$ cat src/hw/rtl/incremental_pid_speed_feedforward_defines.svh
// Assertion macros for the incremental PID speed controller.
// Included by the top level; expects clk and rst_n in scope.
`ifndef INCREMENTAL_PID_SPEED_FEEDFORWARD_DEFINES_SVH
`define INCREMENTAL_PID_SPEED_FEEDFORWARD_DEFINES_SVH

// condition must hold at every edge out of reset
`define IPIDFF_ASSERT_NOW(name, cond, msg) \
    name: assert property (@(posedge clk) disable iff (!rst_n) (cond)) else $error(msg);

// same-cycle implication
`define IPIDFF_ASSERT_IMPL(name, ante, cons, msg) \
    name: assert property (@(posedge clk) disable iff (!rst_n) (ante) |-> (cons)) \
        else $error(msg);

// next-cycle implication
`define IPIDFF_ASSERT_NEXT(name, ante, cons, msg) \
    name: assert property (@(posedge clk) disable iff (!rst_n) (ante) |=> (cons)) \
        else $error(msg);

`endif

$ cat src/hw/rtl/ipidff_pkg.sv
// Shared types and constants for the incremental PID speed controller.
// No dependencies; used by every module of the block.
`default_nettype none

package ipidff_pkg;

    localparam int SPEED_BITS = 16;
    localparam int FRAC_BITS  = 8;
    localparam int GAIN_BITS  = 16;
    localparam int GAIN_FRAC  = 8;
    localparam int OUT_W      = 32;

    localparam int FILT_W  = SPEED_BITS + FRAC_BITS;  // filtered speed, Q.FRAC
    localparam int ERR_W   = FILT_W + 1;
    localparam int DIFF_W  = ERR_W + 1;
    localparam int TD_W    = SPEED_BITS + 1;          // first target difference
    localparam int D2_W    = SPEED_BITS + 2;          // second target difference
    localparam int MUL_X_W = (DIFF_W > D2_W + FRAC_BITS) ? DIFF_W : D2_W + FRAC_BITS;
    localparam int PROD_W  = MUL_X_W + GAIN_BITS;
    localparam int TERM_W  = PROD_W - GAIN_FRAC;
    localparam int ACC_W   = OUT_W + 6;

    // filter: q = floor((sum + 2) / 5), sum = raw*2^FRAC + 4*filtered
    localparam int SUM_W       = FILT_W + 3;
    localparam int M_W         = SUM_W + 3;
    localparam int RECIP_SHIFT = M_W + 2;
    localparam int QW          = 2 * M_W - RECIP_SHIFT;
    localparam logic [M_W-1:0] FILT_RECIP =
        M_W'(((64'd1 << RECIP_SHIFT) + 64'd4) / 64'd5);
    // bias keeps the dividend positive: 5*2^(SUM_W-1) plus the rounding 2
    localparam logic [M_W-1:0] FILT_BIAS =
        M_W'((64'd5 << (SUM_W - 1)) + 64'd2);
    localparam logic [QW-1:0] FILT_QOFF = QW'(64'd1 << (SUM_W - 1));

    localparam logic signed [PROD_W-1:0] ROUND_HALF = PROD_W'(64'd1 << (GAIN_FRAC - 1));
    localparam logic signed [ACC_W-1:0]  SAT_HI = ACC_W'({1'b0, {(OUT_W - 1){1'b1}}});
    localparam logic signed [ACC_W-1:0]  SAT_LO = -SAT_HI - ACC_W'(1);

    localparam int CFG_IDX_W  = 3;
    localparam int CFG_DATA_W = GAIN_BITS;

    typedef enum logic [CFG_IDX_W-1:0] {
        REG_GAIN_P      = 3'd0,
        REG_GAIN_I      = 3'd1,
        REG_GAIN_D      = 3'd2,
        REG_GAIN_FF1    = 3'd3,
        REG_GAIN_FF2    = 3'd4,
        REG_USE_INT     = 3'd5,
        REG_USE_FF      = 3'd6,
        REG_USE_SECOND  = 3'd7
    } cfg_idx_t;

    typedef struct packed {
        logic signed [SPEED_BITS-1:0] speed_target;
        logic signed [SPEED_BITS-1:0] speed_measured;
    } tick_t;

    typedef struct packed {
        logic signed [OUT_W-1:0]  drive_out;
        logic signed [FILT_W-1:0] speed_filtered;
    } drive_t;

    typedef struct packed {
        logic signed [GAIN_BITS-1:0] gain_p;
        logic signed [GAIN_BITS-1:0] gain_i;
        logic signed [GAIN_BITS-1:0] gain_d;
        logic signed [GAIN_BITS-1:0] gain_ff1;
        logic signed [GAIN_BITS-1:0] gain_ff2;
        logic                        use_integral;
        logic                        use_feedforward;
        logic                        use_second_order;
    } cfg_t;

    typedef enum logic [2:0] {
        MUL_P,
        MUL_I,
        MUL_D,
        MUL_F2,
        MUL_F1
    } mul_sel_t;

    typedef enum logic [2:0] {
        ADD_NONE,
        ADD_P,
        ADD_D,
        ADD_F2,
        ADD_F1,
        ADD_INT
    } add_sel_t;

    typedef struct packed {
        logic     load;      // take the request payload
        logic     filt_mul;  // filter reciprocal multiply, target differences
        logic     err_upd;   // new filtered value, error, accumulator load
        logic     diff_upd;  // error difference
        logic     mul_en;
        mul_sel_t mul_sel;
        add_sel_t add_sel;
        logic     int_upd;   // integral sum update from the product register
        logic     finish;    // commit state and write the result register
    } cmd_t;

    typedef struct packed {
        logic out_free;
    } sts_t;

endpackage

`default_nettype wire

$ cat src/hw/rtl/ipidff_cfg.sv
// Configuration register file: gains and mode flags.
// Depends on ipidff_pkg.
`default_nettype none

module ipidff_cfg (
    input  wire                                clk,
    input  wire                                rst_n,
    input  wire                                cfg_valid,
    output logic                               cfg_ready,
    input  wire  [ipidff_pkg::CFG_IDX_W-1:0]   cfg_index,
    input  wire  [ipidff_pkg::CFG_DATA_W-1:0]  cfg_data,
    output ipidff_pkg::cfg_t                   cfg
);
    import ipidff_pkg::*;

    cfg_t cfg_reg;
    cfg_t cfg_next;

    assign cfg_ready = 1'b1;
    assign cfg       = cfg_reg;

    always_comb
    begin
        cfg_next = cfg_reg;
        if (cfg_valid)
        begin
            unique case (cfg_idx_t'(cfg_index))
                REG_GAIN_P:     cfg_next.gain_p           = cfg_data;
                REG_GAIN_I:     cfg_next.gain_i           = cfg_data;
                REG_GAIN_D:     cfg_next.gain_d           = cfg_data;
                REG_GAIN_FF1:   cfg_next.gain_ff1         = cfg_data;
                REG_GAIN_FF2:   cfg_next.gain_ff2         = cfg_data;
                REG_USE_INT:    cfg_next.use_integral     = cfg_data[0];
                REG_USE_FF:     cfg_next.use_feedforward  = cfg_data[0];
                REG_USE_SECOND: cfg_next.use_second_order = cfg_data[0];
                default:        cfg_next = cfg_reg;
            endcase
        end
    end

    always_ff @(posedge clk or negedge rst_n)
    begin
        if (!rst_n)
            cfg_reg <= '0;
        else
            cfg_reg <= cfg_next;
    end

endmodule

`default_nettype wire

$ cat config.mk
export PLATFORM = sky130hd
export DESIGN_NAME = ipidff_cfg
export DESIGN_NICKNAME = d
export VERILOG_FILES = /design/src/hw/rtl/incremental_pid_speed_feedforward_defines.svh /design/src/hw/rtl/ipidff_pkg.sv /design/src/hw/rtl/ipidff_cfg.sv
export SDC_FILE = /design/constraint.sdc
export NUM_CORES = 1
export LEC_CHECK = 0
export BUFFER_PORTS_ARGS = -buffer_cell sky130_fd_sc_hd__buf_2
export CORE_ASPECT_RATIO = 1.1
export CORE_MARGIN = 1.5
export CORE_UTILIZATION = 50
export CTS_CLUSTER_DIAMETER = 40
export DETAILED_ROUTE_END_ITERATION = 8
export PLACE_DENSITY_LB_ADDON = 0.3
export SLEW_MARGIN = 20
export SYNTH_ARGS = -nofsm -noshare
export SYNTH_HDL_FRONTEND = slang
export SYNTH_SLANG_ARGS = --single-unit
$ cat constraint.sdc
create_clock -name clk -period 2.1 [get_ports clk]
set_input_delay 0 -clock clk [delete_from_list [all_inputs] [get_ports clk]]
set_output_delay 0 -clock clk [all_outputs]
set_load 0.1 [all_outputs]
; ---- Word-level counts from Yosys, hierarchy flattened
; Cells that the tools add are included.
[word_totals]
ff_bits = 83
in_bits = 22
out_inout_bits = 84
[op_classes]
eq_ne = 7
reduce_logical = 9
[ops]
columns = cell, count
row1 = AND reduction 2 bit, 8
row2 = == test 3 bit (second input constant), 4
row3 = == test 3 x 2 -> 1 bit (second input constant), 2
row4 = == test 3 x 1 -> 1 bit (second input constant), 1
row5 = logical NOT 3 bit, 1

; ---- Depth between registers and ports, before layout
[depth]
ltp_word = 2
depth_mapped = 5
ltp_nobuf = 2

; ---- Worst setup path before layout
; OpenSTA, ideal clock, no wires.
[synth_path]
path_kind = register to register
start = register, netlist name cfg[10]
end = register cfg_reg, in the netlist cfg[10]
t_arrival_ps = 1152
required_ps = 1972
slack_ps = 820
stages_incl_launch_ff = 2
path_buffers = 0
path_cell_list = dfrtp_1 -> mux2_1
[synth_lines]
columns = element, line_no
row1 = "end signal, assigned", ipidff_cfg.sv:46  ; cfg_reg <= cfg_next;
row2 = "end, declared", ipidff_cfg.sv:16  ; cfg_t cfg_reg;

; ---- Worst setup path in the final report
[layout_path]
start = register cfg_reg, in the netlist cfg[61]
end = output cfg[61] in the netlist's numbering
[layout_lines]
columns = element, line_no
row1 = "end, declared", ipidff_cfg.sv:12  ; output ipidff_pkg::cfg_t cfg
; No word-level cell between the ends.

==> summary.txt <==
Run status
  – Status: complete, no violations

Worst setup path
  – Worst endpoint required time: 2100 ps
  – Reg2Reg Depth: 1
  – Max FO, Critical Path: 2
  – Max stage delay on crit path: 430 ps
  – Crit path capture: cfg[61]
  – Crit start category: flop
  – Worst setup EP type: output pin
  – Buf/Inv on CP: 1
  – CP Class: flop to output pin
  – FF-to-FF Start: cfg[12]$_DFFE_PN0P_
  – Critical-path top delay cell: buf_2
  – WP depth: 1
  – CP cell instances: buf_2
  – Reg2Reg Capture Point: cfg[12]$_DFFE_PN0P_
  – Worst EP arrival: 1160 ps
  – Largest delay share family, worst path: buffers and inverters
  – Crit path launch: cfg[61]$_DFFE_PN0P_
  – R2R Setup Slk: 1300 ps

Route
  – Via density: 5.10
  – DR pass1 iterations: 4
  – Post-Route WL: 6850 µm
  – Number of routed nets with antenna violations: 0
  – DR vias: 2031
  – DR WL/cell: 17.2 µm
  – # DRC: 0
  – Iter 0 DRT Violations: 51

Synthesis
  – Leading post-synthesis cells by cell area: dfrtp_1 (62%), mux2_2 (15%), mux2_4 (14%), mux2_1 (3.4%), buf_6 (1.4%)
  – Syn Inst Count: 186
  – Mapped Nets: 208
  – Top cell type by total area after synthesis: dfrtp_1
  – Post-synthesis sequential area ratio: 62.4%
  – Post-synth design cell area: 3330 µm²
  – Main synth FF type: dfrtp_1
  – Netlist cell types: 15
  – Yosys warnings: 0
  – Async set-or-reset flop fraction in the synthesized netlist: 100%
  – Post-synth top cells: dfrtp_1 (83), mux2_2 (43), mux2_4 (30), mux2_1 (10)
  – Avg Cell Area, Syn: 17.9 µm²
  – Post-synth top area share: 62.4%
  – Post-synth EDFFs: 0
  – #FFs+latches synth: 83
  – Most numerous cell in the Yosys netlist: dfrtp_1

STA
  – RSZ-0062 raised after global routing: false
  – Total Neg Setup Slack: 0 ps
  – Final setup fails: 0
  – Worst slew pin tran: 566 ps
  – Clock Skew: 0 ps
  – Slew Limit Fails: 0
  – Slew margin rel.: 62.1%
  – Max Fclk: 866 MHz
  – Final Hold Viols: 0
  – Final WS setup: 945 ps
  – Fin crit share: 55.0%
  – Post-route minimum period: 1160 ps

GRT
  – Total track usage: 20.4%
  – Number of global-route vias before repair: 2029
  – First-pass GRT wire length: 10600 µm
  – Initial antenna violation count: 0
  – Congestion Overflow GR: 0
  – Largest net degree at the start of global routing: 43

Floorplan
  – Core Rows: 31
  – Die width: 80.8 µm
  – CORE AREA: 6520 µm²
  – Starting Density: 51.1%
  – Ports: 106
  – Die area: 7160 µm²
  – Die Span Y: 88.6 µm

Placed design
  – GPL Wtd Cong: 0.723
  – Setup WS pre-CTS: 723 ps
  – Port bufs: 104
  – Hpwl dp: 4520 µm
  – Placed Cells: 366

Finish
  – Final std cells w/o fill: 398
  – Fin nets: 333
  – Post-synthesis to final-layout area growth: 27.3%
  – Fillers: 498
  – Max reg flops: 83
  – Number of inserted diodes: 0
  – Layout cells sized above 1: 63.3%

CTS
  – H-tree levels: 3
  – Clk_lat worst skew: 340 ps
  – Clock-pin slew on the worst setup and hold paths: 90 ps
  – TritonCTS Buffers: 9
  – Clock Sinks: 83
  – Clock buffer depth: 2
  – CTS root buffer: clkbuf_8
  – Post-CTS resize count: 0
  – CTS tree: built

Min path
  – Hold Path Class: input port to flop

Run
  – Max cap viols: 0
==> repair_timing <==
action / CTS / global route
setup buffers: 0 / 0
hold buffers: 16 / 0
hold endpoints to repair: 116 / 0
setup endpoints to repair: 0 / 0
==> per-layer routing <==
metal / GRT usage [%] / vias up / part of all wire (%)
li1: - / 912 / -
met1: 28.1 / 1033 / 45
met2: 31.1 / 75 / 47
met3: 5.15 / 11 / 6.5
met4: 7.99 / 0 / 1.6
met5: 0 / - / 0
==> placed cells by master, fill, tap and decap left out <==
cell	count
and4bb_1	2
nand4b_1	2
nor4b_4	1
inv_6	2
clkinvlp_4	3
nand4_1	1
conb_1	1
mux2_2	43
mux2_1	10
dfrtp_1	83
clkbuf_1	1
buf_4	5
dlygate4sd3_1	16
clkinv_4	1
buf_2	103
mux2_4	30
and4bb_2	1
clkbuf_8	9
nand4b_2	1
buf_12	1
==> worst min path at each step <==
stage,from,end,depth (start not counted)
floorplan,rst_n,cfg[0]$_DFFE_PN0P_,0
global placement,rst_n,cfg[77]$_DFFE_PN0P_,1
detailed placement,rst_n,cfg[61]$_DFFE_PN0P_,1
CTS,cfg_data[0],cfg[1]$_DFFE_PN0P_,2
global route,cfg_data[0],cfg[51]$_DFFE_PN0P_,2
finish,cfg_data[0],cfg[1]$_DFFE_PN0P_,2
==> kinds of logic after synthesis <==
family | after synthesis | synth area share (%)
muxes | 83 | 31.4
DFF | 83 | 62.4
buffers and inverters | 11 | 3.08
and+or+nand+nor | 8 | 3.01
other | 1 | 0.113
==> stage by stage <==
step / util [%] / hold WS, ps / instance area, µm²
final: 65.1 / 13.3 / 4240
after global routing: 65.1 / 24.0 / 4240
after CTS: 65.1 / 6.18 / 4240
after detailed placement: 59.9 / 29.9 / 3900
after global placement: 59.9 / 27.3 / 3900
after floorplan: - / -296 / 3330
==> area by class of cell <==
type / count / area, µm² / area share (%)
flip-flops and latches: 83 / 2080 / 49.0
clock inverters: 6 / 48.8 / 1.15
repair buffers: 125 / 733 / 17.3
clock buffers: 10 / 128 / 3.01
well taps: 82 / 103 / 2.42
multi-input cells: 92 / 1150 / 27.1
Power is left out: the tool's default activity adds up to more than one toggle a clock period on the data nets, which glitch-free logic cannot reach.
