===== src/hw/rtl/incremental_pid_speed_feedforward_defines.svh =====
// Assertion macros for the incremental PID speed controller.
// Included by the top level; expects clk and rst_n in scope.
`ifndef INCREMENTAL_PID_SPEED_FEEDFORWARD_DEFINES_SVH
`define INCREMENTAL_PID_SPEED_FEEDFORWARD_DEFINES_SVH

// condition must hold at every edge out of reset
`define IPIDFF_ASSERT_NOW(name, cond, msg) \
    name: assert property (@(posedge clk) disable iff (!rst_n) (cond)) else $error(msg);

// same-cycle implication
`define IPIDFF_ASSERT_IMPL(name, ante, cons, msg) \
    name: assert property (@(posedge clk) disable iff (!rst_n) (ante) |-> (cons)) \
        else $error(msg);

// next-cycle implication
`define IPIDFF_ASSERT_NEXT(name, ante, cons, msg) \
    name: assert property (@(posedge clk) disable iff (!rst_n) (ante) |=> (cons)) \
        else $error(msg);

`endif


===== src/hw/rtl/ipidff_pkg.sv =====
// Shared types and constants for the incremental PID speed controller.
// No dependencies; used by every module of the block.
`default_nettype none

package ipidff_pkg;

    localparam int SPEED_BITS = 16;
    localparam int FRAC_BITS  = 8;
    localparam int GAIN_BITS  = 16;
    localparam int GAIN_FRAC  = 8;
    localparam int OUT_W      = 32;

    localparam int FILT_W  = SPEED_BITS + FRAC_BITS;  // filtered speed, Q.FRAC
    localparam int ERR_W   = FILT_W + 1;
    localparam int DIFF_W  = ERR_W + 1;
    localparam int TD_W    = SPEED_BITS + 1;          // first target difference
    localparam int D2_W    = SPEED_BITS + 2;          // second target difference
    localparam int MUL_X_W = (DIFF_W > D2_W + FRAC_BITS) ? DIFF_W : D2_W + FRAC_BITS;
    localparam int PROD_W  = MUL_X_W + GAIN_BITS;
    localparam int TERM_W  = PROD_W - GAIN_FRAC;
    localparam int ACC_W   = OUT_W + 6;

    // filter: q = floor((sum + 2) / 5), sum = raw*2^FRAC + 4*filtered
    localparam int SUM_W       = FILT_W + 3;
    localparam int M_W         = SUM_W + 3;
    localparam int RECIP_SHIFT = M_W + 2;
    localparam int QW          = 2 * M_W - RECIP_SHIFT;
    localparam logic [M_W-1:0] FILT_RECIP =
        M_W'(((64'd1 << RECIP_SHIFT) + 64'd4) / 64'd5);
    // bias keeps the dividend positive: 5*2^(SUM_W-1) plus the rounding 2
    localparam logic [M_W-1:0] FILT_BIAS =
        M_W'((64'd5 << (SUM_W - 1)) + 64'd2);
    localparam logic [QW-1:0] FILT_QOFF = QW'(64'd1 << (SUM_W - 1));

    localparam logic signed [PROD_W-1:0] ROUND_HALF = PROD_W'(64'd1 << (GAIN_FRAC - 1));
    localparam logic signed [ACC_W-1:0]  SAT_HI = ACC_W'({1'b0, {(OUT_W - 1){1'b1}}});
    localparam logic signed [ACC_W-1:0]  SAT_LO = -SAT_HI - ACC_W'(1);

    localparam int CFG_IDX_W  = 3;
    localparam int CFG_DATA_W = GAIN_BITS;

    typedef enum logic [CFG_IDX_W-1:0] {
        REG_GAIN_P      = 3'd0,
        REG_GAIN_I      = 3'd1,
        REG_GAIN_D      = 3'd2,
        REG_GAIN_FF1    = 3'd3,
        REG_GAIN_FF2    = 3'd4,
        REG_USE_INT     = 3'd5,
        REG_USE_FF      = 3'd6,
        REG_USE_SECOND  = 3'd7
    } cfg_idx_t;

    typedef struct packed {
        logic signed [SPEED_BITS-1:0] speed_target;
        logic signed [SPEED_BITS-1:0] speed_measured;
    } tick_t;

    typedef struct packed {
        logic signed [OUT_W-1:0]  drive_out;
        logic signed [FILT_W-1:0] speed_filtered;
    } drive_t;

    typedef struct packed {
        logic signed [GAIN_BITS-1:0] gain_p;
        logic signed [GAIN_BITS-1:0] gain_i;
        logic signed [GAIN_BITS-1:0] gain_d;
        logic signed [GAIN_BITS-1:0] gain_ff1;
        logic signed [GAIN_BITS-1:0] gain_ff2;
        logic                        use_integral;
        logic                        use_feedforward;
        logic                        use_second_order;
    } cfg_t;

    typedef enum logic [2:0] {
        MUL_P,
        MUL_I,
        MUL_D,
        MUL_F2,
        MUL_F1
    } mul_sel_t;

    typedef enum logic [2:0] {
        ADD_NONE,
        ADD_P,
        ADD_D,
        ADD_F2,
        ADD_F1,
        ADD_INT
    } add_sel_t;

    typedef struct packed {
        logic     load;      // take the request payload
        logic     filt_mul;  // filter reciprocal multiply, target differences
        logic     err_upd;   // new filtered value, error, accumulator load
        logic     diff_upd;  // error difference
        logic     mul_en;
        mul_sel_t mul_sel;
        add_sel_t add_sel;
        logic     int_upd;   // integral sum update from the product register
        logic     finish;    // commit state and write the result register
    } cmd_t;

    typedef struct packed {
        logic out_free;
    } sts_t;

endpackage

`default_nettype wire


===== src/hw/rtl/ipidff_ctrl.sv =====
// Sequencer: one tick through filter, error and five shared-multiplier steps.
// Depends on ipidff_pkg; drives the datapath by command struct.
`default_nettype none

module ipidff_ctrl (
    input  wire               clk,
    input  wire               rst_n,
    input  wire               tick_valid,
    output logic              tick_stall,
    input  ipidff_pkg::sts_t  sts,
    output ipidff_pkg::cmd_t  cmd
);
    import ipidff_pkg::*;

    typedef enum logic [10:0] {
        S_IDLE = 11'b000_0000_0001,
        S_FILT = 11'b000_0000_0010,
        S_ERR  = 11'b000_0000_0100,
        S_MP   = 11'b000_0000_1000,
        S_MI   = 11'b000_0001_0000,
        S_MD   = 11'b000_0010_0000,
        S_MF2  = 11'b000_0100_0000,
        S_MF1  = 11'b000_1000_0000,
        S_AF1  = 11'b001_0000_0000,
        S_AINT = 11'b010_0000_0000,
        S_DONE = 11'b100_0000_0000
    } state_t;

    state_t state_reg;
    state_t state_next;

    assign tick_stall = (state_reg != S_IDLE);

    always_comb
    begin
        state_next   = state_reg;
        cmd          = '0;
        cmd.mul_sel  = MUL_P;
        cmd.add_sel  = ADD_NONE;
        unique case (state_reg)
            S_IDLE:
            begin
                cmd.load = tick_valid;
                if (tick_valid)
                    state_next = S_FILT;
            end
            S_FILT:
            begin
                cmd.filt_mul = 1'b1;
                state_next   = S_ERR;
            end
            S_ERR:
            begin
                cmd.err_upd = 1'b1;
                state_next  = S_MP;
            end
            S_MP:
            begin
                cmd.mul_en   = 1'b1;
                cmd.mul_sel  = MUL_P;
                cmd.diff_upd = 1'b1;
                state_next   = S_MI;
            end
            S_MI:
            begin
                cmd.mul_en  = 1'b1;
                cmd.mul_sel = MUL_I;
                cmd.add_sel = ADD_P;
                state_next  = S_MD;
            end
            S_MD:
            begin
                cmd.mul_en  = 1'b1;
                cmd.mul_sel = MUL_D;
                cmd.int_upd = 1'b1;
                state_next  = S_MF2;
            end
            S_MF2:
            begin
                cmd.mul_en  = 1'b1;
                cmd.mul_sel = MUL_F2;
                cmd.add_sel = ADD_D;
                state_next  = S_MF1;
            end
            S_MF1:
            begin
                cmd.mul_en  = 1'b1;
                cmd.mul_sel = MUL_F1;
                cmd.add_sel = ADD_F2;
                state_next  = S_AF1;
            end
            S_AF1:
            begin
                cmd.add_sel = ADD_F1;
                state_next  = S_AINT;
            end
            S_AINT:
            begin
                cmd.add_sel = ADD_INT;
                state_next  = S_DONE;
            end
            S_DONE:
            begin
                // hold until the result register has room
                if (sts.out_free)
                begin
                    cmd.finish = 1'b1;
                    state_next = S_IDLE;
                end
            end
            default:
                state_next = S_IDLE;
        endcase
    end

    always_ff @(posedge clk or negedge rst_n)
    begin
        if (!rst_n)
            state_reg <= S_IDLE;
        else
            state_reg <= state_next;
    end

endmodule

`default_nettype wire


===== config.mk =====
export PLATFORM = sky130hd
export DESIGN_NAME = ipidff_ctrl
export DESIGN_NICKNAME = d
export VERILOG_FILES = /design/src/hw/rtl/incremental_pid_speed_feedforward_defines.svh /design/src/hw/rtl/ipidff_pkg.sv /design/src/hw/rtl/ipidff_ctrl.sv
export SDC_FILE = /design/constraint.sdc
export NUM_CORES = 1
export LEC_CHECK = 0
export BUFFER_PORTS_ARGS = -buffer_cell sky130_fd_sc_hd__buf_4
export CAP_MARGIN = 25
export CORE_MARGIN = 8
export CORE_UTILIZATION = 35
export CTS_CLUSTER_SIZE = 25
export DETAILED_ROUTE_END_ITERATION = 8
export SLEW_MARGIN = 10
export SYNTH_ARGS = -nofsm -noshare
export SYNTH_HDL_FRONTEND = slang
export SYNTH_SLANG_ARGS = --single-unit

===== constraint.sdc =====
create_clock -name clk -period 2.7 [get_ports clk]
set_clock_uncertainty 0.15 [all_clocks]
set_input_delay 0.405 -clock clk [delete_from_list [all_inputs] [get_ports clk]]
set_output_delay 0.405 -clock clk [all_outputs]
set_load 0.03 [all_outputs]

Yosys cells after proc, flatten, opt, wreduce, memory -nomap -nowiden
Index checks and enable logic that the tools add are counted.
{"block": "totals", "elab_cells": 28, "output_inout_bits": 14, "in_bits": 4, "reg_bits": 11}
{"block": "classes", "mux": 12, "reduce_logical": 1, "eq_ne": 14}
{"operator": "11-bit case mux with 11 select lines", "count": 1}
{"operator": "11-bit 2-to-1 mux", "count": 2}
{"operator": "4-bit case mux with 5 select lines", "count": 1}
{"operator": "3-bit case mux with 5 select lines", "count": 1}
{"operator": "11-bit by 1-bit equality test with 1-bit output, second input constant", "count": 1}
{"operator": "11-bit by 10-bit equality test with 1-bit output, second input constant", "count": 1}
{"operator": "11-bit equality test, second input constant", "count": 1}
{"operator": "11-bit by 2-bit equality test with 1-bit output, second input constant", "count": 1}
{"operator": "11-bit by 3-bit equality test with 1-bit output, second input constant", "count": 1}
{"operator": "11-bit by 4-bit equality test with 1-bit output, second input constant", "count": 1}
{"operator": "11-bit by 5-bit equality test with 1-bit output, second input constant", "count": 1}
{"operator": "11-bit by 6-bit equality test with 1-bit output, second input constant", "count": 1}
{"operator": "11-bit by 7-bit equality test with 1-bit output, second input constant", "count": 1}
{"operator": "11-bit by 8-bit equality test with 1-bit output, second input constant", "count": 1}
{"operator": "11-bit by 9-bit equality test with 1-bit output, second input constant", "count": 1}
{"operator": "11-bit by 1-bit != test with 1-bit output, second input constant", "count": 1}
{"operator": "1-bit 2-to-1 mux", "count": 7}
{"operator": "2-bit != test, second input constant", "count": 2}
{"operator": "2-bit AND reduction", "count": 1}

Logic depth before layout (Yosys ltp)
Gate-level depths: netlist (run 1).
{"block": "logic_depth", "depth_word": 3, "mapped_depth": 5, "ltp_nobuf": 4}

Worst setup path before layout (run 1)
No wires, ideal clock.
{"block": "synth_timing", "path_type": "register -> output", "from": "register state_reg[3]", "to": "output cmd[2] in the netlist's numbering", "path_slack_ns": -0.104, "required_time_ns": 2.145, "path_stages_with_launch": 6, "t_arrival_ns": 2.249, "path_buffers": 1, "cell_sequence": "dfrtp_1 > buf_6 > or4_4 > nor2_1 > o211ai_1 > nor4_1"}
{"item": "from (decl)", "line_no": "ipidff_ctrl.sv:29", "source": "state_t state_reg;"}
{"item": "from (signal assigned)", "line_no": "ipidff_ctrl.sv:121", "source": "state_reg <= state_next;"}
{"item": "to (decl)", "line_no": "ipidff_ctrl.sv:11", "source": "output ipidff_pkg::cmd_t cmd"}

==> impl_metrics.csv, run 1 <==
group,metric,value,unit
sta,maxSlewViolCount,0,
floorplanning,start_util,36.8,%
worst_setup_path,cp_slowest_stage_delay,0.58,ns
place,dp.cells,124,
sta,post-route-min-period,2.63,ns
synth,synth_nets,89,
power,ir_drop,0.000359,V
cells_and_area,area_growth,21.4,%
sta,relSlewSlack,65.7,%
run_status,status,"finished clean",
worst_setup_path,cp_data_required_time,2.14,ns
floorplanning,pin_count,18,
power,p_leak,0.462,nW
worst_setup_path,path_cells,"or4_4 -> nor4b_4 -> nand2b_2 -> nor3b_2 -> buf_4",
power,p_per_area,685,nW/um^2
sta,layout_setup_ws,0.0691,ns
worst_setup_path,slowest_stage,"or4_4",
synth,syn_inst,85,
cts,cts_tree,"built",
floorplanning,die_w,64.0,microns
floorplanning,core_region_area,2190,sq um
synth,synth_area,807,sq um
cts,htree_num_levels,1,
cells_and_area,largest_reg_flops,11,
cells_and_area,diodes,0,
detailed_routing,via_per_inst,5.22,
detailed_routing,ant_nets,0,
synth,synthTopCellsByArea,"dfrtp_1, nor2_1, bufbuf_16, and3_2, dfstp_2",
synth,ys_types,36,
place,place.gp.congestion,0.787,
cells_and_area,stdcell_count,132,
worst_setup_path,r2r_start,"state_reg[10]",
floorplanning,rows,17,
place,hpwl,1.33,mm
worst_setup_path,cp-start-kind,"flip-flop",
worst_setup_path,crit_type,"flip-flop to output port",
min_path,hp-class,"input pin to flip-flop",
grt,grtUsageTotal,8.95,%
synth,synth_top_area_share,31.0,%
detailed_routing,drc,0,
grt,grt_pass1_wl,3.04,mm
sta,setup_viol,0,
synth,synth_warnings,0,
synth,synth_largest_area_cell,"dfrtp_1",
worst_setup_path,rr_worst_depth,4,
grt,grt_pass1_vias,645,
cells_and_area,final_cell_mix,"buf_4, nor2_1, dfrtp_1",
cells_and_area,nNetsFinal,109,
place,portBuffers,17,
place,place_ws,0.337,ns
worst_setup_path,endpoint_kind,"output port",
min_path,min_from,"tick_valid",
min_path,min_path_cells,2,
synth,seq_area_frac_synth,34.3,%
cts,cts_buffer_depth,2,
min_path,min_to,"state_reg[0]",
cts,insertion_delay,0.27,ns
detailed_routing,drtIter0Drc,14,
detailed_routing,vias,689,
cells_and_area,layout_commonest_cell,"buf_4",
synth,ys_seq_elements,11,
sta,clock.fmax,380,MHz
sta,rsz0062_at_grt,"yes",
cells_and_area,post-route-util,44.7,%
cells_and_area,post_route_cells_drive_above_1_share,44.2,%
detailed_routing,drtPass1Iterations,4,
worst_setup_path,r2r-end,"state_reg[0]",
grt,grt_max_degree,13,
grt,antenna_found_initial,0,
cts,cts-buffers-inserted,3,
cts,root_buffer,"clkbuf_4",
floorplanning,dieArea,4100,sq um
sta,fin_crit_sh,97.4,%
floorplanning,die_h,64.0,microns
worst_setup_path,cp.arrival,2.08,ns
flow_run,drv_cap,0,
cts,cts.clk_slew.worst_paths,0.07,ns
sta,hold_viol,0,
sta,max_slew.worst_pin.slew,0.501,ns
detailed_routing,wl,1.80,mm
worst_setup_path,r2r_slack,0.60,ns
grt,grt_overflow,0,
synth,avgSynthCellArea,9.49,sq um
cts,clkSinkCount,11,
detailed_routing,avgRoutedWirePerCell,13.6,microns
worst_setup_path,crit_fanout,6,
what timing repair did:
action                     CTS  global route
hold buffers                 1             0
hold endpoints to repair    10             0
setup endpoints to repair    0             6
buffers inserted             0             3
resized for setup            0             4
power breakdown:
group | total [mW] | internal [mW] | switching, mW
logic | 0.324 | 0.133 | 0.191
registers | 0.232 | 0.193 | 0.0391
clock network | 0.115 | 0.0547 | 0.0606
metrics by stage:
| stage | hold slack [ns] | setup TNS [ns] | power [mW] | cell area (sq um) |
|---|---|---|---|---|
| finish | 0.132 | 0 | 0.671 | 980 |
| floorplan | -0.0406 | 0 | 0.451 | 813 |
| global route | 0.134 | -0.00547 | 0.714 | 980 |
| detailed placement | 0.102 | 0 | 0.536 | 908 |
| global placement | 0.101 | 0 | 0.531 | 908 |
| CTS | 0.129 | 0 | 0.654 | 946 |
worst max path at each step:
| stage | end | slack [ns] | cells past startpoint | start |
|---|---|---|---|---|
| global placement | cmd[2] | 0.35 | 5 | state_reg[3] |
| CTS | cmd[1] | 0.04 | 5 | state_reg[3] |
| detailed placement | cmd[1] | 0.34 | 5 | state_reg[3] |
| finish | cmd[1] | 0.07 | 5 | state_reg[2] |
| global route | cmd[1] | -0.005 | 5 | state_reg[2] |
| floorplan | cmd[3] | 0.15 | 5 | state_reg[3] |
worst max-delay path, delay by kind of cell (launching register included):
kind,cells,cell delay [ns]
simple gates,4,1.18
flops,1,0.45
buf+inv,1,0.18
per-layer routing:
layer  part of all wire, %  track usage (%)  vias up
li1                      -                -      350
met1                    46             11.6      325
met2                    50             14.4       12
met3                   3.7             1.57        2
met4                  0.56             3.34        0
met5                     0                0        -
cells in the mapped netlist:
master,count
nand4_1,1
buf_2,4
a211oi_1,1
a21oi_1,3
nor2_1,13
a211oi_2,1
o21ai_0,1
or4_1,2
nor4_2,1
and4b_1,1
dfstp_2,1
a2111oi_0,1
nor3b_2,2
or3_1,1
dfrtp_1,10
nor4_1,4
and3_2,4
xnor2_1,2
nor3b_1,1
nor4b_4,1
o211ai_1,1
inv_2,1
bufbuf_16,1
and3_1,2
and4b_2,2
or4_4,1
maj3_2,1
nand2_1,3
o32ai_1,1
buf_6,2
inv_1,1
nand2b_1,4
xor2_1,2
nor3_1,5
nand2b_2,1
nand3_1,2
kinds of logic (layout without fill, tap and decap cells):
| logic type | Yosys count | in the layout | synth area share [%] |
|---|---|---|---|
| AND/OR/NAND/NOR | 51 | 51 | 41.7 |
| flip-flops | 11 | 11 | 34.3 |
| AO/OA/AOI/OAI | 9 | 9 | 8.06 |
| buffers and inverters | 9 | 28 | 10.2 |
| XOR/XNOR | 4 | 4 | 4.34 |
| adder cells (fa/ha/maj) | 1 | 1 | 1.40 |
area by class of cell:
class                   count  area [sq um]
flip-flops and latches     11           279
clock inverters             1          5.00
clock buffers               3          22.5
well taps                  28          35.0
multi-input cells          65           463
fillers                   216          1210
repair buffers             22           168
inverters                   2          7.51
(Power assumes the default switching activity.)
==> inputs of run 2 (changes only) <==
Clock period 2.7 ns to 3.35 ns, I/O delays scaled along.
==> run 2 against run 1 <==
Effect of this change:
- utilization is 2.2 points lower
- clock power is 21% lower
- register-to-register slack better by 0.69 ns
- first-iteration DRC count is 21% lower
- wire length is 5.5% lower
- die area stayed put
- via count is 0.87% lower
- hold slack better by 0.097 ns
- sequential cell count stayed put
- cell count is 3.0% lower
- sequential share of layout area is 1.2 points higher
- combinational power is 25% lower
- critical endpoint is now cmd[2]
- highest routed layer unchanged
==> impl_metrics.csv, run 2 (synthesized netlist as in run 1, its figures left out) <==
group,metric,value,unit
run_status,status,"finished clean",
grt,grt_pass1_vias,650,
power,netSwitchingPower,225,uW
cts,cts-buffers-inserted,3,
grt,grt_overflow,0,
detailed_routing,drtIter0Drc,11,
detailed_routing,via_per_inst,5.34,
cts,clkSinkCount,11,
power,p_sw_share,43.3,%
worst_setup_path,crit_type,"flip-flop to output port",
worst_setup_path,endpoint_kind,"output port",
cts,htree_num_levels,1,
detailed_routing,avgRoutedWirePerCell,13.3,microns
worst_setup_path,slowest_stage,"or4_4",
worst_setup_path,cp_data_required_time,2.70,ns
sta,totalNegativeSetupSlack,0,ns
floorplanning,die_h,64.0,microns
cells_and_area,largest_reg_flops,11,
sta,setup_viol,0,
sta,layout_setup_ws,0.569,ns
power,p_int,295,uW
floorplanning,die_w,64.0,microns
grt,antenna_found_initial,0,
cts,cts_buffer_depth,2,
floorplanning,rows,17,
floorplanning,dieArea,4100,sq um
power,combPwrFrac,46.5,%
cts,root_buffer,"clkbuf_4",
sta,maxSlewViolCount,0,
sta,max_slew.worst_pin.slew,0.452,ns
flow_run,drv_cap,0,
worst_setup_path,crit_fanout,10,
detailed_routing,ant_nets,0,
cts,insertion_delay,0.27,ns
grt,grtUsageTotal,8.88,%
cells_and_area,final_cell_mix,"buf_4, nor2_1, dfrtp_1",
cts,cts_tree,"built",
sta,fin_crit_sh,83.0,%
sta,rsz0062_at_grt,"no",
sta,clock.fmax,360,MHz
worst_setup_path,cp-start-kind,"flip-flop",
worst_setup_path,critPathTopFamily,"simple AND/OR/NAND/NOR gates",
worst_setup_path,cp.arrival,2.13,ns
cts,post_cts_buffers,0,
power,p_leak,0.440,nW
grt,grt_max_degree,13,
place,portBuffers,17,
cells_and_area,post-route-util,42.5,%
cells_and_area,area_growth,15.3,%
sta,post-route-min-period,2.78,ns
cts,cts.repair.resized,0,
detailed_routing,vias,683,
sta,hold_ws,0.229,ns
sta,relSlewSlack,69.1,%
grt,grt_pass1_wl,3.02,mm
power,pwr-share-seq,36.0,%
detailed_routing,drc,0,
power,p_per_area,559,nW/um^2
cts,cts_hold_repair.buffers,1,
worst_setup_path,critPathBufInv,1,
detailed_routing,drtPass1Iterations,4,
cells_and_area,diodes,0,
floorplanning,pin_count,18,
worst_setup_path,path_cells,"or4_4 -> nor2_1 -> o211ai_1 -> nor4_1 -> buf_4",
worst_setup_path,cp_slowest_stage_delay,0.62,ns
place,place.gp.congestion,0.827,
cells_and_area,layout_commonest_cell,"buf_4",
place,place_ws,0.854,ns
detailed_routing,wl,1.70,mm
sta,hold_viol,0,
floorplanning,core_region_area,2190,sq um
floorplanning,start_util,36.8,%
cts,cts.clk_slew.worst_paths,0.07,ns
power,ir_drop,0.000295,V
power,p_clk_share,17.5,%
cells_and_area,post_route_cells_drive_above_1_share,36.0,%
min_path,hp-class,"input pin to flip-flop",
place,hpwl,1.25,mm
cells_and_area,nNetsFinal,105,
run 2: area by class of cell:
| class | count | area, sq um |
|---|---|---|
| repair buffers | 18 | 138 |
| well taps | 28 | 35.0 |
| clock buffers | 4 | 26.3 |
| fillers | 215 | 1260 |
| inverters | 2 | 7.51 |
| multi-input cells | 65 | 448 |
| flip-flops and latches | 11 | 277 |
run 2: path summary, 6_finish.rpt:
check                                endpoint  slack [ns]          start  depth (start not counted)
worst max-delay path                   cmd[2]        0.57   state_reg[3]                          5
worst min-delay path             state_reg[0]        0.23     tick_valid                          2
worst max register to register   state_reg[0]        1.29  state_reg[10]                          4
worst min register to register  state_reg[10]        0.38   state_reg[8]                          1
max in group asynchronous        state_reg[0]        2.37          rst_n                          2
min in group asynchronous        state_reg[6]        0.45          rst_n                          2
run 2: stage by stage:
stage / std cells / area (sq um) / total power, mW
after floorplan: 85 / 807 / 0.363
after global placement: 123 / 895 / 0.426
after detailed placement: 123 / 895 / 0.430
after CTS: 128 / 931 / 0.524
after global routing: 128 / 931 / 0.555
final: 128 / 931 / 0.521
run 2: worst reg2reg max path, delay by kind of cell (launching register included):
kind,cells,cell delay [ns]
DFF,1,0.58
and+or+nand+nor,1,0.51
AOI/OAI and AO/OA,2,0.64
buffers and inverters,1,0.09
run 2: routing by layer:
layer  global-route usage [%]  vias up  wire length (microns)
met3                     3.66        2                     73
li1                         -      339                      -
met4                     2.51        0                     16
met1                     11.6      329                    788
met5                        0        -                      0
met2                     13.0       13                    821
run 2: power by group through the flow:
stage | Combinational (mW) | Sequential [mW] | Clock, mW
3_3_place_gp | 0.237 | 0.189 | 0
6_report | 0.242 | 0.187 | 0.0910
4_1_cts | 0.243 | 0.186 | 0.0951
3_5_place_dp | 0.242 | 0.189 | 0
2_1_floorplan | 0.187 | 0.176 | 0
5_1_grt | 0.265 | 0.192 | 0.0974
==> inputs of run 3 (changes only) <==
Clock period 3.35 ns to 2.9 ns, I/O delays scaled along.
==> run 3 against run 2 <==
Effect of this change:
- cell count unchanged
- hold slack worse by 0.063 ns
- sequential cell count stayed put
- clock power is 13% higher
- via count shrank 3.5%
- sequential share of layout area unchanged
- non-clock buffer count stayed put
- largest cell class unchanged
- largest power group unchanged
==> impl_metrics.csv, run 3 (synthesized netlist as in run 1, its figures left out) <==
group,metric,value,unit
min_path,hp-class,"input pin to flip-flop",
cells_and_area,area_growth,15.3,%
worst_setup_path,path_cells,"or4_4 -> nor2_1 -> o211ai_1 -> nor4_1 -> buf_4",
sta,max_slew.worst_pin.slew,0.532,ns
cts,clkSinkCount,11,
cts,cts.clk_slew.worst_paths,0.07,ns
cts,htree_num_levels,1,
worst_setup_path,crit_fanout,10,
power,p_per_area,643,nW/um^2
sta,hold_ws,0.167,ns
flow_run,drv_cap,0,
detailed_routing,vias,659,
power,pwr-share-seq,36.2,%
cts,cts_tree,"built",
worst_setup_path,crit_type,"flip-flop to output port",
floorplanning,start_util,36.8,%
power,p_total,599,uW
cts,insertion_delay,0.26,ns
grt,grt_overflow,0,
detailed_routing,avgRoutedWirePerCell,13.4,microns
sta,setup_viol,0,
sta,hold_viol,0,
worst_setup_path,r2r_slack,0.78,ns
place,place.gp.congestion,0.826,
floorplanning,die_w,64.0,microns
cts,root_buffer,"clkbuf_4",
power,netSwitchingPower,258,uW
power,p_int,341,uW
detailed_routing,drtPass1Iterations,4,
cells_and_area,layout_commonest_cell,"buf_4",
worst_setup_path,endpoint_kind,"output port",
cells_and_area,post_route_cells_drive_above_1_share,36.0,%
min_path,min_path_cells,2,
sta,post-route-min-period,2.72,ns
worst_setup_path,cp_data_required_time,2.32,ns
place,postPlaceCellArea,895,sq um
min_path,min_from,"tick_valid",
cells_and_area,fill_cells,229,
floorplanning,die_h,64.0,microns
power,p_clk_share,17.1,%
grt,grt_max_degree,13,
power,p_leak,0.440,nW
detailed_routing,via_per_inst,5.15,
detailed_routing,met1Wirelength,822,microns
cts,cts.repair.resized,0,
detailed_routing,wl,1.72,mm
worst_setup_path,slowest_stage,"or4_4",
cells_and_area,final_area,931,sq um
detailed_routing,drc,0,
sta,maxSlewViolCount,0,
sta,rsz0062_at_grt,"no",
cells_and_area,post-route-util,42.5,%
cells_and_area,final_cell_mix,"buf_4, nor2_1, dfrtp_1",
power,ir_drop,0.000412,V
cells_and_area,nNetsFinal,105,
floorplanning,pin_count,18,
detailed_routing,top_layer_used,"met4",
worst_setup_path,cp_slowest_stage_delay,0.62,ns
sta,clock.fmax,368,MHz
detailed_routing,ant_nets,0,
worst_setup_path,r2r_start,"state_reg[10]",
run_status,status,"finished clean",
detailed_routing,route.met2.wl,818,microns
cells_and_area,largest_reg_flops,11,
floorplanning,dieArea,4100,sq um
worst_setup_path,cp-start-kind,"flip-flop",
cts,cts_buffer_depth,2,
floorplanning,core_region_area,2190,sq um
detailed_routing,drtIter0Drc,23,
worst_setup_path,rr_worst_depth,4,
sta,relSlewSlack,63.6,%
sta,totalNegativeSetupSlack,0,ns
sta,fin_crit_sh,93.7,%
detailed_routing,route.met3.wl,48,microns
min_path,min_to,"state_reg[0]",
place,hpwl,1.29,mm
place,portBuffers,17,
worst_setup_path,cp.arrival,2.13,ns
grt,grt_pass1_vias,645,
grt,antenna_found_initial,0,
power,combPwrFrac,46.7,%
floorplanning,rows,17,
worst_setup_path,r2r-end,"state_reg[0]",
grt,grt_pass1_wl,2.96,mm
grt,grtUsageTotal,8.91,%
cells_and_area,diodes,0,
power,p_sw_share,43.0,%
cts,cts-buffers-inserted,3,
run 3: layer usage:
| layer | global-route usage, % | vias up |
|---|---|---|
| met4 | 5.01 | 0 |
| met1 | 11.4 | 304 |
| met3 | 2.26 | 4 |
| met5 | 0 | - |
| li1 | - | 341 |
| met2 | 13.3 | 10 |
run 3: worst max path at each step:
stage	depth (start not counted)	startpoint	endpoint
floorplan	5	state_reg[3]	cmd[2]
global placement	5	state_reg[4]	cmd[10]
detailed placement	5	state_reg[3]	cmd[2]
CTS	5	state_reg[3]	cmd[2]
global route	5	state_reg[3]	cmd[2]
finish	5	state_reg[3]	cmd[2]
run 3: stage by stage:
| stage | setup WS [ns] | std cells |
|---|---|---|
| floorplan | 0.0656 | 85 |
| global placement | 0.507 | 123 |
| detailed placement | 0.470 | 123 |
| CTS | 0.169 | 128 |
| global route | 0.000423 | 128 |
| finish | 0.183 | 128 |
run 3: power by group through the flow:
| stage | Clock [mW] | Combinational (mW) | Sequential [mW] |
|---|---|---|---|
| global route | 0.117 | 0.303 | 0.222 |
| CTS | 0.108 | 0.283 | 0.216 |
| detailed placement | 0 | 0.280 | 0.219 |
| global placement | 0 | 0.274 | 0.219 |
| finish | 0.103 | 0.280 | 0.216 |
| floorplan | 0 | 0.216 | 0.204 |
run 3: timing repair:
action,in CTS,in global routing
hold buffers,1,0
buffers inserted,0,0
endpoints found under the hold margin,10,0
run 3: final cells by class:
class                   instances  area [sq um]  share of cell area [%]
multi-input cells              65           448                    48.1
well taps                      28          35.0                    3.76
repair buffers                 18           138                    14.8
flip-flops and latches         11           277                    29.7
clock buffers                   4          26.3                    2.82
inverters                       2          7.51                   0.806
run 3: critical path, delay by kind of cell (launching register included):
family / cells / cell delay, ns
AOI/OAI and AO/OA: 1 / 0.13
buffers and inverters: 1 / 0.21
DFF: 1 / 0.48
and+or+nand+nor: 3 / 1.05
